File: src/rtl/assert_macros.svh
// assertion macros used by the top-level rtl file
`ifndef ASSERT_MACROS_SVH
`define ASSERT_MACROS_SVH

// property checked on every rising clock edge outside reset
`define FWRM_ASSERT(lbl, prop, msg) \
  lbl: assert property (@(posedge clk_i) disable iff (!rst_ni) (prop)) else $error(msg);

// condition that must never be seen on a clock edge outside reset
`define FWRM_NEVER(lbl, cond, msg) \
  lbl: assert property (@(posedge clk_i) disable iff (!rst_ni) !(cond)) else $error(msg);

`endif

File: src/rtl/fwrm_pkg.sv
// shared constants and types for the window running median
package fwrm_pkg;

  localparam int unsigned DefaultDepth      = 64;
  localparam int unsigned DefaultValueWidth = 32;

  // func codes
  localparam logic FuncPush = 1'b0;
  localparam logic FuncPop  = 1'b1;

  // error codes
  localparam logic [1:0] ErrNone  = 2'd0;
  localparam logic [1:0] ErrFull  = 2'd1;
  localparam logic [1:0] ErrEmpty = 2'd2;

  // operation broadcast to every cell of the sorted chain
  typedef struct packed {
    logic push;
    logic pop;
  } cell_op_t;

endpackage

File: src/rtl/fwrm_ram.sv
// generic single-write, single-read ram with registered read data
module fwrm_ram #(
  parameter int unsigned WIDTH = fwrm_pkg::DefaultValueWidth,
  parameter int unsigned DEPTH = fwrm_pkg::DefaultDepth,
  localparam int unsigned AddrW = $clog2(DEPTH)
) (
  input  logic             clk_i,
  input  logic             we_i,
  input  logic [AddrW-1:0] waddr_i,
  input  logic [WIDTH-1:0] wdata_i,
  input  logic             re_i,
  input  logic [AddrW-1:0] raddr_i,
  output logic [WIDTH-1:0] rdata_o
);

  logic [WIDTH-1:0] mem_q [DEPTH];

  // write port
  always_ff @(posedge clk_i) begin
    if (we_i) begin
      mem_q[waddr_i] <= wdata_i;
    end
  end

  // registered read port
  always_ff @(posedge clk_i) begin
    if (re_i) begin
      rdata_o <= mem_q[raddr_i];
    end
  end

endmodule

File: config.mk
export PLATFORM = sky130hd
export DESIGN_NAME = fwrm_ram
export DESIGN_NICKNAME = d
export VERILOG_FILES = /design/src/rtl/assert_macros.svh /design/src/rtl/fwrm_pkg.sv /design/src/rtl/fwrm_ram.sv
export SDC_FILE = /design/constraint.sdc
export NUM_CORES = 2
export LEC_CHECK = 0
export BUFFER_PORTS_ARGS = -buffer_cell sky130_fd_sc_hd__buf_2
export CAP_MARGIN = 10
export CORE_ASPECT_RATIO = 1.25
export CORE_MARGIN = 10
export CORE_UTILIZATION = 37
export DETAILED_ROUTE_END_ITERATION = 10
export SLEW_MARGIN = 10
export SYNTH_ARGS = -nofsm -noshare
export SYNTH_HDL_FRONTEND = slang
export SYNTH_SLANG_ARGS = --single-unit
File: constraint.sdc
create_clock -name clk_i -period 7.3 [get_ports clk_i]
set_clock_uncertainty 0.1 [all_clocks]
set_input_delay 1.46 -clock clk_i [delete_from_list [all_inputs] [get_ports clk_i]]
set_output_delay 1.46 -clock clk_i [all_outputs]
set_load 0.005 [all_outputs]
Yosys cells after proc, flatten, opt, wreduce, memory -nomap -nowiden. Memories as Yosys holds them, arrays and structs flattened. A register that Yosys moved wholly into a read port is not among the register bits. Index checks and enable logic that the tools add are counted.

Flip-flop bits (word level): 0. Memory bits (writable): 2048. Input bits: 47. Output and inout port bits: 32. Word-level logic and storage cells: 3. Memories kept: 1.

Mux-type cells: 2.

Memories: mem_q (words 64, bits a word 32, read ports 1, clocked after Yosys merged registers in 1, wr ports 1, line fwrm_ram.sv:16) `logic [WIDTH-1:0] mem_q [DEPTH];`.

Operator list (number): $mux 1 (2).

Longest topological paths before layout.
Depth after elaboration: 2. Mapped depth: 10. Depth with buffers taken out: 5.

Least setup slack after synthesis. No wires, ideal clock.

Path type: input-to-reg. Start point: input port waddr_i[3]. End point: memory mem_q[48][0] (netlist bit), enable pin. Setup time: 0.461 ns. Arrival: 4.159 ns. Data required time: 6.739 ns. Path slack: 2.580 ns. Stages on the path: 4. Path buffers: 1. Cell sequence: clkbuf_1 -> nor2b_1 -> nand4b_1 -> nor3_1.

RTL lines: start, declared (line fwrm_ram.sv:9) `input logic [AddrW-1:0] waddr_i,`; end, declared (line fwrm_ram.sv:16).

Straight into the memory's write port.

==> flow_summary_export.csv <==
group,metric,value,unit
routing,detail_route.vias_per_cell,5.67,
clock_network,clk_pin_slew,0.06,ns
clock_network,tritoncts,"built",
logic_synthesis,synth_enable_flop_cells,2080,
floorplanning,initial_core_util,37.2,%
clock_network,ctsLongestPathBuffers,3,
worst_setup_path,crit_chain,"buf_8 > buf_4 > nand3b_1 > o221ai_1 > a21oi_1 > a21oi_1 > nor2_1",
global_routing,grt_antenna_before_repair,31,
worst_setup_path,setup.worst_path.end_class,"flop",
timing,layout_worst_path_cycle_share,58.5,%
global_routing,grt_start_max_net_pins,82,
power_and_ir_drop,finalPower,24000,µW
finish,nets,3593,
clock_network,cts_made_buffers,187,
place,dpl_cell_area,83500,µm²
clock_network,cts.repair_timing.setup_buffer_count,0,
place,gp_routability_congestion,0.778,
logic_synthesis,synth.distinct_cells,33,
worst_setup_path,worst-endpoint-required,7.75,ns
timing,period_minus_slack,4.27,ns
worst_setup_path,path_delay_family,"compound AO/OA/AOI/OAI gates",
outcome,outcome,"finished clean",
clock_network,h_tree_level_count,4,
place,post-place-ws,2.13,ns
floorplanning,die_x_extent,433,µm
worst_setup_path,worst-setup-path-type,"input pin to flop",
floorplanning,number_of_standard_cell_rows_in_the_floorplan,189,
finish,synth_to_final_area_change,13.4,%
timing,worst_pin_slew,1.25,ns
timing,max_transition_viols_final,0,
timing,timing.final.setup_violations,0,
global_routing,grt_usage,18.1,%
timing,timing.setup.tns,0,ns
routing,drtIter0Drc,4014,
floorplanning,core-area,212000,µm²
timing,relSlewSlack,17.0,%
routing,routed_len_inst,32.7,µm
logic_synthesis,ys.flop_type,"sky130_fd_sc_hd__edfxtp_1",
timing,holdWs,0.756,ns
timing,clock.fmax,234,MHz
worst_setup_path,crit_path_max_fanout,55,
worst_setup_path,slowest_delay,0.65,ns
finish,ff_latch_area,62500,µm²
worst_setup_path,cp.arrival,4.72,ns
clock_network,clkLatencyLatePin,0.83,ns
logic_synthesis,synth_nets,3371,
global_routing,wire_length_of_the_first_global_routing_pass,298,mm
power_and_ir_drop,ir_worst_vdd,0.000284,V
worst_setup_path,timing.critical_path.from_type,"input pin",
floorplanning,die_height,536,µm
routing,final_antenna_net_count,0,
routing,total_vias_in_the_final_route,36800,
routing,totalWireLength,212,mm
logic_synthesis,netlist_area_before_placement,78800,µm²
global_routing,grt_overflow,0,
clock_network,clock_tree.root_cell,"sky130_fd_sc_hd__clkbuf_16",
min_path,hp-class,"flop to flop",
timing,post-route-worst-setup-slack,3.03,ns
power_and_ir_drop,total_leakage_power,0.0273,µW
timing,timing_hold_violations_final,0,
global_routing,via_count_of_the_first_global_routing_pass,38000,
clock_network,post_cts.resized_instances,0,
logic_synthesis,asyncSetResetFlopFracSynth,0,%
finish,area_of_the_multi_input_gates,16000,µm²
routing,drc_viols,0,
logic_synthesis,sequential_to_total_area_share_from_yosys_stat,79.2,%
finish,post_route_design_area,89400,µm²
routing,drtPass1Iterations,6,
logic_synthesis,post_synth.cell_area_avg,23.7,µm²
logic_synthesis,postSynthCellCount,3324,
floorplanning,die_area,232000,µm²
power_and_ir_drop,cellPowerDensity,269,nW/µm²
worst_setup_path,cp_common_cell,"sky130_fd_sc_hd__a21oi_1",
floorplanning,io_pins,79,
logic_synthesis,yosysWarnings,0,
place,port-buffer-count,78,
finish,drive_above_1_share,29.5,%
timing,grt_setup_unrepaired,"false",
logic_synthesis,synth-seq-cells,2080,
clock_network,tritoncts_num_sinks,2080,
place,post-dp-hpwl,119,mm
job,timing.max_cap.violations,0,
finish,layout.filler_cells,17800,
clock_network,cts-hold-fix-buffers,0,
worst_setup_path,critical_path_buf_inv_count,2,
worst_setup_path,slowest_stage_cell_cp,"sky130_fd_sc_hd__o221ai_1",
[Yosys cell counts (12+ instances only)]
cell type,number,share of area [%]
sky130_fd_sc_hd__buf_1,21,0.10
sky130_fd_sc_hd__a21oi_1,62,0.39
sky130_fd_sc_hd__a22oi_1,12,0.11
sky130_fd_sc_hd__nor2_1,137,0.65
sky130_fd_sc_hd__edfxtp_1,2080,79
sky130_fd_sc_hd__mux4_2,544,16
sky130_fd_sc_hd__nor2b_1,15,0.12
sky130_fd_sc_hd__nand2_1,26,0.12
sky130_fd_sc_hd__mux2i_1,93,1.2
sky130_fd_sc_hd__clkbuf_1,74,0.35
sky130_fd_sc_hd__o22ai_1,84,0.67
sky130_fd_sc_hd__buf_4,25,0.24
sky130_fd_sc_hd__buf_2,57,0.36
sky130_fd_sc_hd__o221ai_1,27,0.30
[where the power goes]
group	switching, µW	internal, µW	total, µW
registers	44.8	13200	13300
logic	777	435	1210
clock network	4370	5170	9540
[cell type report]
type                    instances  area share (%)
flip-flops and latches       2080            69.9
repair buffers                215            1.80
diodes                         22          0.0616
clock buffers                 226            5.42
clock inverters               123            1.10
well taps                    2769            3.88
multi-input cells            1062            17.9
[cells by family (layout without fill, tap and decap cells)]
family | after synthesis | count (layout) | share of synthesized area (%)
and+or+nand+nor | 223 | 223 | 1.26
muxes | 637 | 637 | 16.7
buffers and inverters | 182 | 564 | 1.12
other | 0 | 22 | 0
DFF | 2080 | 2080 | 79.2
AOI/OAI and AO/OA | 202 | 202 | 1.67
[state kept, by name, indices dropped and copies added, names as in the netlist]
name and cells:
mem_q 2048, rdata_o 32
[worst paths after layout]
check                                              from                    end  slack [ns]  depth (start not counted)
worst min register to register   mem_q[12][4]$_DFFE_PP_   rdata_o[4]$_DFFE_PP_        0.76                          4
worst max-delay path                         raddr_i[0]  rdata_o[11]$_DFFE_PP_        3.03                          7
worst max register to register  mem_q[48][26]$_DFFE_PP_  rdata_o[26]$_DFFE_PP_        4.70                          4
worst min-delay path             mem_q[12][4]$_DFFE_PP_   rdata_o[4]$_DFFE_PP_        0.76                          4
[metrics by stage]
| step | util [%] | instances |
|---|---|---|
| after global placement | 39.4 | 6125 |
| final | 42.1 | 6497 |
| after global routing | 42.1 | 6493 |
| after CTS | 42.1 | 6474 |
| after floorplan | - | 3324 |
| after detailed placement | 39.4 | 6125 |
[worst min-delay path: cells and delay by family, from the launching register on]
kind / cells / cell delay, ns
flops: 1 / 0.32
simple gates: 2 / 0.24
compound gates: 1 / 0.08
mux: 1 / 0.06
[per-layer routing]
| layer | up-vias | track usage [%] | wire (µm) |
|---|---|---|---|
| met1 | 20200 | 22.3 | 78200 |
| met2 | 1511 | 32.0 | 113000 |
| li1 | 14700 | - | - |
| met3 | 322 | 2.67 | 13600 |
| met4 | 6 | 7.23 | 7940 |
| met5 | - | 0 | 35 |
[cell usage in the layout (no fill, tap or decap), types with 6 or more instances in the layout]
cell                         count
sky130_fd_sc_hd__edfxtp_1     2080
sky130_fd_sc_hd__mux4_2        544
sky130_fd_sc_hd__clkbuf_16     188
sky130_fd_sc_hd__buf_4         128
sky130_fd_sc_hd__mux2i_1        93
sky130_fd_sc_hd__o22ai_1        84
sky130_fd_sc_hd__nor2_1         75
sky130_fd_sc_hd__buf_2          71
sky130_fd_sc_hd__a21oi_1        62
sky130_fd_sc_hd__nor2_4         62
sky130_fd_sc_hd__clkinv_1       50
sky130_fd_sc_hd__clkinv_2       40
sky130_fd_sc_hd__clkbuf_1       38
sky130_fd_sc_hd__o221ai_1       27
sky130_fd_sc_hd__nand2_1        26
sky130_fd_sc_hd__diode_2        22
sky130_fd_sc_hd__nor2b_1        14
sky130_fd_sc_hd__a22oi_1        12
sky130_fd_sc_hd__bufinv_16      12
sky130_fd_sc_hd__buf_12         12
sky130_fd_sc_hd__a311oi_1        8
sky130_fd_sc_hd__inv_6           8
sky130_fd_sc_hd__clkinvlp_4      6
Power figures use the tool's default switching activity.
