## config.mk

```make
export PLATFORM = sky130hd
export DESIGN_NAME = fwrm_cell
export DESIGN_NICKNAME = d
export VERILOG_FILES = /design/src/rtl/assert_macros.svh /design/src/rtl/fwrm_pkg.sv /design/src/rtl/fwrm_cell.sv
export SDC_FILE = /design/constraint.sdc
export NUM_CORES = 1
export LEC_CHECK = 0
export BUFFER_PORTS_ARGS = -buffer_cell sky130_fd_sc_hd__buf_4
export CORE_ASPECT_RATIO = 0.8
export CORE_MARGIN = 2
export CORE_UTILIZATION = 55
export DETAILED_ROUTE_END_ITERATION = 10
export PLACE_DENSITY = 0.86
export SLEW_MARGIN = 20
export SYNTH_ARGS = -nofsm -noshare
export SYNTH_HDL_FRONTEND = slang
export SYNTH_SLANG_ARGS = --single-unit
```

## constraint.sdc

```tcl
create_clock -name clk_i -period 4.2 [get_ports clk_i]
set_clock_uncertainty 0.05 [all_clocks]
set_input_delay 0.63 -clock clk_i [delete_from_list [all_inputs] [get_ports clk_i]]
set_output_delay 0.63 -clock clk_i [all_outputs]
set_load 0.05 [all_outputs]
```

## src/rtl/assert_macros.svh

```systemverilog
// assertion macros used by the top-level rtl file
`ifndef ASSERT_MACROS_SVH
`define ASSERT_MACROS_SVH

// property checked on every rising clock edge outside reset
`define FWRM_ASSERT(lbl, prop, msg) \
  lbl: assert property (@(posedge clk_i) disable iff (!rst_ni) (prop)) else $error(msg);

// condition that must never be seen on a clock edge outside reset
`define FWRM_NEVER(lbl, cond, msg) \
  lbl: assert property (@(posedge clk_i) disable iff (!rst_ni) !(cond)) else $error(msg);

`endif

```

## src/rtl/fwrm_pkg.sv

```systemverilog
// shared constants and types for the window running median
package fwrm_pkg;

  localparam int unsigned DefaultDepth      = 64;
  localparam int unsigned DefaultValueWidth = 32;

  // func codes
  localparam logic FuncPush = 1'b0;
  localparam logic FuncPop  = 1'b1;

  // error codes
  localparam logic [1:0] ErrNone  = 2'd0;
  localparam logic [1:0] ErrFull  = 2'd1;
  localparam logic [1:0] ErrEmpty = 2'd2;

  // operation broadcast to every cell of the sorted chain
  typedef struct packed {
    logic push;
    logic pop;
  } cell_op_t;

endpackage

```

## src/rtl/fwrm_cell.sv

```systemverilog
// one slot of the sorted chain: compare, insert or shift per operation
module fwrm_cell #(
  parameter int unsigned VALUE_WIDTH = fwrm_pkg::DefaultValueWidth
) (
  input  logic                          clk_i,
  input  logic                          rst_ni,
  input  fwrm_pkg::cell_op_t            op_i,
  input  logic signed [VALUE_WIDTH-1:0] operand_i,
  input  logic signed [VALUE_WIDTH-1:0] left_value_i,
  input  logic                          left_valid_i,
  input  logic signed [VALUE_WIDTH-1:0] right_value_i,
  input  logic                          right_valid_i,
  input  logic                          kill_i,
  output logic                          kill_o,
  output logic signed [VALUE_WIDTH-1:0] value_o,
  output logic                          valid_o
);

  logic signed [VALUE_WIDTH-1:0] value_q, value_d;
  logic                          valid_q, valid_d;
  logic                          left_gt;
  logic                          self_gt;
  logic                          match;

  // insertion compare against own slot and the lower neighbor
  assign left_gt = left_valid_i && (left_value_i > operand_i);
  assign self_gt = !valid_q || (value_q > operand_i);

  // removal: first matching copy and every slot above it shift down
  assign match  = valid_q && (value_q == operand_i);
  assign kill_o = kill_i || match;

  // next slot contents
  always_comb begin
    value_d = value_q;
    valid_d = valid_q;
    if (op_i.push) begin
      if (left_gt) begin
        value_d = left_value_i;
        valid_d = 1'b1;
      end else if (left_valid_i && self_gt) begin
        value_d = operand_i;
        valid_d = 1'b1;
      end
    end else if (op_i.pop && kill_o) begin
      value_d = right_value_i;
      valid_d = right_valid_i;
    end
  end

  // slot valid flag
  always_ff @(posedge clk_i or negedge rst_ni) begin
    if (!rst_ni) begin
      valid_q <= 1'b0;
    end else begin
      valid_q <= valid_d;
    end
  end

  // slot payload
  always_ff @(posedge clk_i) begin
    value_q <= value_d;
  end

  assign value_o = value_q;
  assign valid_o = valid_q;

endmodule

```

# Yosys cells after proc, flatten, opt, wreduce, memory -nomap -nowiden
# Index checks and enable logic that the tools add are counted.
dict set report totals {
  ff_bits 33
  out_inout_bits 34
  inputBits 103
  wordCells 23
}
dict set report op_classes {
  muxes 8
  order_cmp 2
  eq_ne 2
  reduce_logical 9
}
# op count
set ops {}
lappend ops {{32-bit two-way mux} 4}
lappend ops {{32-bit > comparator} 2}
lappend ops {{32-bit equality test} 1}
lappend ops {{1-bit logical AND} 4}
lappend ops {{1-bit two-way mux} 4}
lappend ops {{3-bit by 1-bit inequality test with 1-bit output (second input constant)} 1}
lappend ops {{1-bit logical OR} 2}
lappend ops {{2-bit AND reduction} 1}
lappend ops {{2-bit nonzero test} 1}
lappend ops {{1-bit logical NOT} 1}

# Logic depth before layout (Yosys ltp)
# Gate-level depths: netlist (run 1).
dict set report depth {
  depth_word 6
  mapped_depth 11
  mapped_depth_nobuf 9
}

# Worst setup path after synthesis (run 1)
# Ideal clock, no wire load.
dict set report synth_timing {
  kind {flip-flop to flip-flop}
  from {register value_q[31] (netlist: value_o[31])}
  to {register value_q[0] (netlist: value_o[0]) (enable)}
  stages_incl_launch_ff 9
  path_slack_ns 0.882
  required_time_ns 3.775
  arrival_ns 2.893
  period_less_slack_ns 3.318
  n_path_buf 0
  setup_time_ns 0.375
  path_cell_list {edfxtp_1 -> ha_1 -> nand4_1 -> or4_1 -> nor3_1 -> or2_2 -> a221oi_1 -> o31ai_1 -> or2_2}
}
dict set report synth_between {
  elab_chain_len 6
  elab_cells_between_ends 10
  classes_between {order compare: 1; eq/ne: 2; reduce/logical: 7}
}
# element line_no
set synth_rtl {}
lappend synth_rtl {{start: declaration} fwrm_cell.sv:19} ;# logic signed [VALUE_WIDTH-1:0] value_q, value_d;
lappend synth_rtl {{start signal: assignment} fwrm_cell.sv:62} ;# value_q <= value_d;
lappend synth_rtl {{32-bit equality test} fwrm_cell.sv:30} ;# assign match = valid_q && (value_q == operand_i);
lappend synth_rtl {{1-bit logical AND} fwrm_cell.sv:30}
lappend synth_rtl {{1-bit logical OR} fwrm_cell.sv:31} ;# assign kill_o = kill_i || match;
lappend synth_rtl {{net kill_o} fwrm_cell.sv:14} ;# output logic kill_o,
lappend synth_rtl {{1-bit logical AND} fwrm_cell.sv:45} ;# end else if (op_i.pop && kill_o) begin
lappend synth_rtl {{2-bit nonzero test (no line)} --}
lappend synth_rtl {{2-bit AND reduction (no line)} --}
# The timed path passes the listed nets, and every way through them passes these cells.
# A chain may end at the register's enable or synchronous reset.

# Worst setup path after layout (run 1)
dict set report layout_timing {
  from {input port operand_i[21]}
  to {register value_q[1] (netlist: value_o[1]) (enable)}
}
dict set report layout_between {
  elab_chain_len 6
  elab_cells_between_ends 12
  classes_between {order compare: 2; eq/ne: 2; reduce/logical: 8}
}
# element line_no
set layout_rtl {}
lappend layout_rtl {{start: declaration} fwrm_cell.sv:8} ;# input logic signed [VALUE_WIDTH-1:0] operand_i,
lappend layout_rtl {{parallel branches: the longest is 5 deep, another holds 32-bit > comparator} --}
lappend layout_rtl {{2-bit AND reduction (no line) (*)} --}
# Mark *: on every way between the ends.

==> reports/results.txt, run 1 <==
Status: finished, final reports clean
Clock buffer depth: 2
Cell Rows: 30
Leak: 2.64 nW
Clock Sinks: 33
Setup Buffers After CTS: 0
Crit share post-route: 0.829
# resized after CTS: 0
First-pass GRT wire length: 23900 um
Post-Syn Area: 4820 um^2
Num CTS Buffers: 5
Final setup viols: 0
Top post-synthesis cells by area: edfxtp_1 20%, ha_1 17%, a221oi_2 7.5%, mux2_2 7.2%, inv_1 5.3%
Cell accounting for the most synthesized area: edfxtp_1
Number of synthesized flops with an enable pin: 32
Post-Synthesis Cells: 588
RSZ-0062 raised after global routing: no
Die Y: 87.8 um
Sequential fraction of the synthesis area: 0.204
CP Data Required Time: 4070 ps
Largest net degree at the start of global routing: 95
Antenna Violating Nets Remaining: 0
Nets: 861
Mean Syn Cell Area: 8.20 um^2
Most frequent cells in the layout: 142 x buf_4, 68 x inv_1, 63 x ha_1
Finished Cell Area: 5980 um^2
Pwr dens: 275 nW/um^2
Vias in the first global route: 5124
GRT overflow: 0
Routed vias: 5289
Slew margin rel.: 0.421
Share of layout cells above drive strength 1: 0.308
Final wirelength: 14900 um
Drt drc: 0
Max FO, Critical Path: 32
DPL Wire Length: 11000 um
Core area: 8480 um^2
Slew @ Worst Pin: 869 ps
Ant. Diodes: 0
Fin. Hold Viols: 0
Setup WS post-layout: 717 ps
Chip width: 109 um
Min Tclk post-route: 3480 ps
Routed vias/inst: 6.55
Setup_tns: 0 ps
CP Capture Type: flop
CTS root buf: clkbuf_8
Non-filler cells, final: 807
Placed cell area: 5880 um^2
Antenna violations before repair: 0
Commonest non-fill, non-tap cell in the layout: buf_4
Top FF cell, synth: edfxtp_1
Clock slew at reported path FFs: 70 ps
Peak supply drop: 0.141 mV
Routability cong.: 0.871
Hold buffers post-CTS: 0
Synth top area share: 0.199
Clock Latency Late Sink: 290 ps
Starting Density: 0.568
WL/cell: 18.5 um
Inst Count DP: 799
1st-iter DRT viols: 461
Crit Path Class: primary input to flop
Flops & latches, synth: 33
Slowest-stage cell, CP: or2_2
Total I/O pin count: 137
H-tree Lvls: 2
Worst path cell trace: buf_4, inv_1, ha_1, a21oi_1, o21ai_0, a22o_1, or4_1, a311o_1, nor2_1, or2_2
Worst stage delay on the critical path: 670 ps
HP Class: primary input to asynchronous set/reset pin
Port Buffer Count: 136
Gr usage total: 0.313
CTS tree: yes
P&R area growth vs syn: 24.1%
Fin. max-slew vios: 0
Fmax: 0.287 GHz
WHS: 49.7 ps
MaxCap Viol Count: 0
Synthesis warning total: 0
Mapped Nets: 755
Drt first pass iters: 5
Element type at the critical path start: primary input
DIE AREA: 9540 um^2
Crit path buf inv count: 2
Distinct cells, synth: 45
Pre-CTS setup slack: 443 ps
Critical path's top delay family: simple AND/OR/NAND/NOR gates
Async S/R FF share, synth: 0.0303
CP Data Arrival Time: 3350 ps
==> worst register-to-register path, delay by kind of cell, from the launching register on <==
kind,cells,cell delay (ps)
flip-flops,1,400
AND/OR/NAND/NOR,3,1270
AO/OA/AOI/OAI,4,990
adder cells (fa/ha/maj),1,320
==> path summary, 6_finish.rpt <==
check	from	to	slack, ps	cells past startpoint
max in group asynchronous	rst_ni	valid_o	3970	1
worst max register to register	value_o[21]	value_o[1]	780	8
worst max-delay path	operand_i[21]	value_o[1]	720	10
worst min register to register	valid_o	valid_o	630	2
worst min-delay path	rst_ni	valid_o	50	1
min in group clk_i	left_valid_i	valid_o	570	3
==> state kept, by name, summed over array words and instances, names as in the netlist <==
| name | count |
|---|---|
| valid_o | 1 |
| value_o | 32 |
==> metal layers <==
layer	wire (um)	up-vias	track usage
li1	-	2470	-
met1	6210	2469	0.404
met2	7140	318	0.537
met3	1290	32	0.0513
met4	285	0	0.103
met5	0	-	0
==> area by class of cell <==
type | count | area (um^2)
Multi-Input combinational cell | 442 | 3390
Fill cell | 633 | 2500
Timing Repair Buffer | 144 | 1110
Sequential cell | 33 | 986
Inverter | 68 | 255
Tap cell | 112 | 140
Clock buffer | 6 | 72.6
Clock inverter | 2 | 33.8
==> metrics by stage <==
| stage | utilization | power (mW) |
|---|---|---|
| after CTS | 0.705 | 1.63 |
| final | 0.705 | 1.64 |
| after global routing | 0.705 | 1.72 |
| after floorplan | - | 1.04 |
| after global placement | 0.693 | 1.29 |
| after detailed placement | 0.693 | 1.33 |
==> where the power goes <==
part / leakage, nW / switching [mW] / internal (mW) / total, mW
sequential: 0.321 / 0.0375 / 0.434 / 0.472
combinational: 2.27 / 0.541 / 0.329 / 0.870
clock: 0.0528 / 0.126 / 0.175 / 0.302
total: 2.64 / 0.705 / 0.938 / 1.64
==> synth_stat cells (3+ instances only) <==
library cell	count
clkbuf_1	33
ha_1	64
o311ai_0	7
nor2_1	38
o311ai_1	24
mux2_2	31
buf_2	5
nor4_1	3
nor3_1	37
buf_6	3
buf_4	3
a21oi_1	30
nand4_1	14
a221oi_1	11
nand3_1	8
nand2_1	48
edfxtp_1	32
or4_1	33
a221oi_2	24
o21ai_0	43
inv_1	68
==> cell families (layout without fill, tap and decap cells) <==
logic type | Yosys count | after routing | share of synthesized area
AOI/OAI and AO/OA | 151 | 151 | 0.249
adders and majority gates | 64 | 64 | 0.166
buffers and inverters | 113 | 220 | 0.0963
DFF | 33 | 33 | 0.204
muxes | 33 | 33 | 0.0765
and+or+nand+nor | 194 | 194 | 0.208
Note: power is estimated with default switching activity, not from simulation.
==> inputs of run 2 (changes only) <==
--- a/config.mk
+++ b/config.mk
@@ -8,9 +8,9 @@
 export BUFFER_PORTS_ARGS = -buffer_cell sky130_fd_sc_hd__buf_4
 export CORE_ASPECT_RATIO = 0.8
 export CORE_MARGIN = 2
-export CORE_UTILIZATION = 55
+export CORE_UTILIZATION = 54
 export DETAILED_ROUTE_END_ITERATION = 10
-export PLACE_DENSITY = 0.86
+export PLACE_DENSITY = 0.84
 export SLEW_MARGIN = 20
 export SYNTH_ARGS = -nofsm -noshare
 export SYNTH_HDL_FRONTEND = slang
==> constraint.sdc (replaced) <==
create_clock -name clk_i -period 3.6 [get_ports clk_i]
set_clock_uncertainty 0.05 [all_clocks]
set_input_delay 0.54 -clock clk_i [delete_from_list [all_inputs] [get_ports clk_i]]
set_output_delay 0.54 -clock clk_i [all_outputs]
set_load 0.05 [all_outputs]
==> reports/results.txt, run 2 (same netlist as run 1, synthesis figures left out) <==
Status: finished, final reports clean
FF+latch area: 986 um^2 (unchanged)
Clock Sinks: 33 (unchanged)
Hold Path End: valid_o
CP Capture Type: flop
Multi-input logic area: 3390 um^2 (unchanged)
RSZ-0062 raised after global routing: no
Crit path top cell by count: nor2_1
HP Class: primary input to flop
Port Buffer Count: 136 (unchanged)
Routed vias/inst: 6.47 (-1.3%)
Peak supply drop: 0.197 mV (+39%)
H-tree Lvls: 2 (unchanged)
Pre-CTS setup slack: -123 ps (-566 ps)
WHS: 465 ps (+415 ps)
Hold_sp: left_valid_i
Chip width: 110 um (+0.89%)
Clock slew at reported path FFs: 80 ps (about the same)
Routability cong.: 0.886 (+1.6%)
Die Y: 88.5 um (+0.88%)
Non-filler cells, final: 816 (+1.1%)
Routed vias: 5280 (-0.17%)
Core area: 8600 um^2 (+1.3%)
P&R area growth vs syn: 25.1%
Worst stage delay on the critical path: 700 ps (+30 ps)
Fmax: 0.295 GHz
Max FO, Critical Path: 32 (unchanged)
GRT overflow: 0 (unchanged)
Crit share post-route: 0.942
Element type at the critical path start: flop
Commonest non-fill, non-tap cell in the layout: buf_4
Num CTS Buffers: 5 (unchanged)
Starting Density: 0.561 (-0.00745)
1st-iter DRT viols: 364 (-21%)
WL/cell: 18.0 um (-2.5%)
Inst Count DP: 808 (+1.1%)
Clock buffer depth: 2 (unchanged)
Drt first pass iters: 5 (unchanged)
Drt drc: 0 (unchanged)
CTS root buf: clkbuf_8
Hold Path Cell Cnt: 3
Worst path cell trace: ha_1, nand4_1, nor2_1, a22o_1, or4_1, a311o_1, nor2_1, or2_2
MaxCap Viol Count: 0 (unchanged)
DIE AREA: 9710 um^2 (+1.8%)
Antenna Violating Nets Remaining: 0 (unchanged)
Final wirelength: 14700 um (-1.4%)
Fin. max-slew vios: 0 (unchanged)
Crit path buf inv count: 0 (-2)
Min Tclk post-route: 3390 ps
DPL Wire Length: 11100 um (+0.51%)
Pwr dens: 305 nW/um^2 (+11%)
Antenna violations before repair: 0 (unchanged)
CTS tree: yes
Nets: 871 (+1.2%)
Setup WS post-layout: 208 ps (-509 ps)
CP Data Required Time: 3460 ps (-610 ps)
Final setup viols: 0 (unchanged)
Vias in the first global route: 5023 (-2.0%)
First-pass GRT wire length: 23500 um (-1.6%)
R2R setup slack: 210 ps (-570 ps)
Slowest-stage cell, CP: or2_2
Gr usage total: 0.303 (-0.00972)
Largest net degree at the start of global routing: 95 (unchanged)
Critical path's top delay family: simple AND/OR/NAND/NOR gates
Crit Path Class: flop to flop
Max reg flops: 32 (unchanged)
Reg2reg end: value_o[5]
R2r startpoint: value_o[31]
Cell Rows: 30 (unchanged)
Fin. Hold Viols: 0 (unchanged)
Slew @ Worst Pin: 895 ps (+26.0 ps)
R2R depth: 8 (unchanged)
Most frequent cells in the layout: 150 x buf_4, 68 x inv_1, 63 x ha_1
Total I/O pin count: 137 (unchanged)
Leak: 2.67 nW (+1.3%)
Fillcell total: 653 (+3.2%)
CP Data Arrival Time: 3250 ps (-100 ps)
Share of layout cells above drive strength 1: 0.315 (+0.00743)
Clock Latency Late Sink: 290 ps (about the same)
Slew margin rel.: 0.403 (-0.0173)
Ant. Diodes: 0 (unchanged)
==> run 2: worst max path at each step <==
stage                              from    endpoint  slack, ps  cells past startpoint
after global routing      operand_i[30]  value_o[3]         20                     14
after CTS                 operand_i[30]  value_o[6]        160                     14
after floorplan             value_o[31]  value_o[0]        280                      8
after detailed placement  operand_i[30]  value_o[6]       -120                     14
final                       value_o[31]  value_o[5]        210                      8
after global placement    operand_i[27]  value_o[6]         60                     14
==> run 2: worst reg2reg max path: cells and delay by family (launching register included) <==
family                     cells  cell delay (ps)
AOI/OAI and AO/OA              2              580
adders and majority gates      1              340
and+or+nand+nor                5             1590
DFF                            1              450
==> run 2: layer usage <==
layer  global-route usage  share of wire  vias to the layer above
met3               0.0501           0.10                       16
met1                0.406           0.42                     2447
met4               0.0771          0.013                        0
met5                    0              0                        -
li1                     -              -                     2490
met2                0.512           0.47                      327
==> run 2: report_power, final <==
part,total [mW],internal (mW),switching [mW]
logic,1.01,0.388,0.625
clock network,0.276,0.131,0.145
registers,0.551,0.506,0.0450
total,1.84,1.02,0.815
==> run 2: repair_timing <==
| action | CTS | global route |
|---|---|---|
| setup buffers | 0 | 0 |
| resized for setup | 0 | 1 |
| hold endpoints to repair | 1 | 0 |
| endpoints found under the setup margin | 0 | 8 |
| hold buffers | 1 | 0 |
==> run 2: final cells by class <==
type                    count  area share
inverters                  68      0.0423
multi-input cells         442       0.562
repair buffers            154       0.197
clock inverters             1    0.000622
well taps                 112      0.0232
flip-flops and latches     33       0.163
clock buffers               6      0.0120
==> run 2: stage by stage <==
stage	setup TNS [ps]	utilization	cell area [um^2]	power, mW
finish	0	0.702	6030	1.84
global route	0	0.702	6030	1.94
CTS	0	0.701	6030	1.82
detailed placement	-696	0.691	5940	1.55
global placement	0	0.691	5940	1.51
floorplan	0	-	4820	1.22
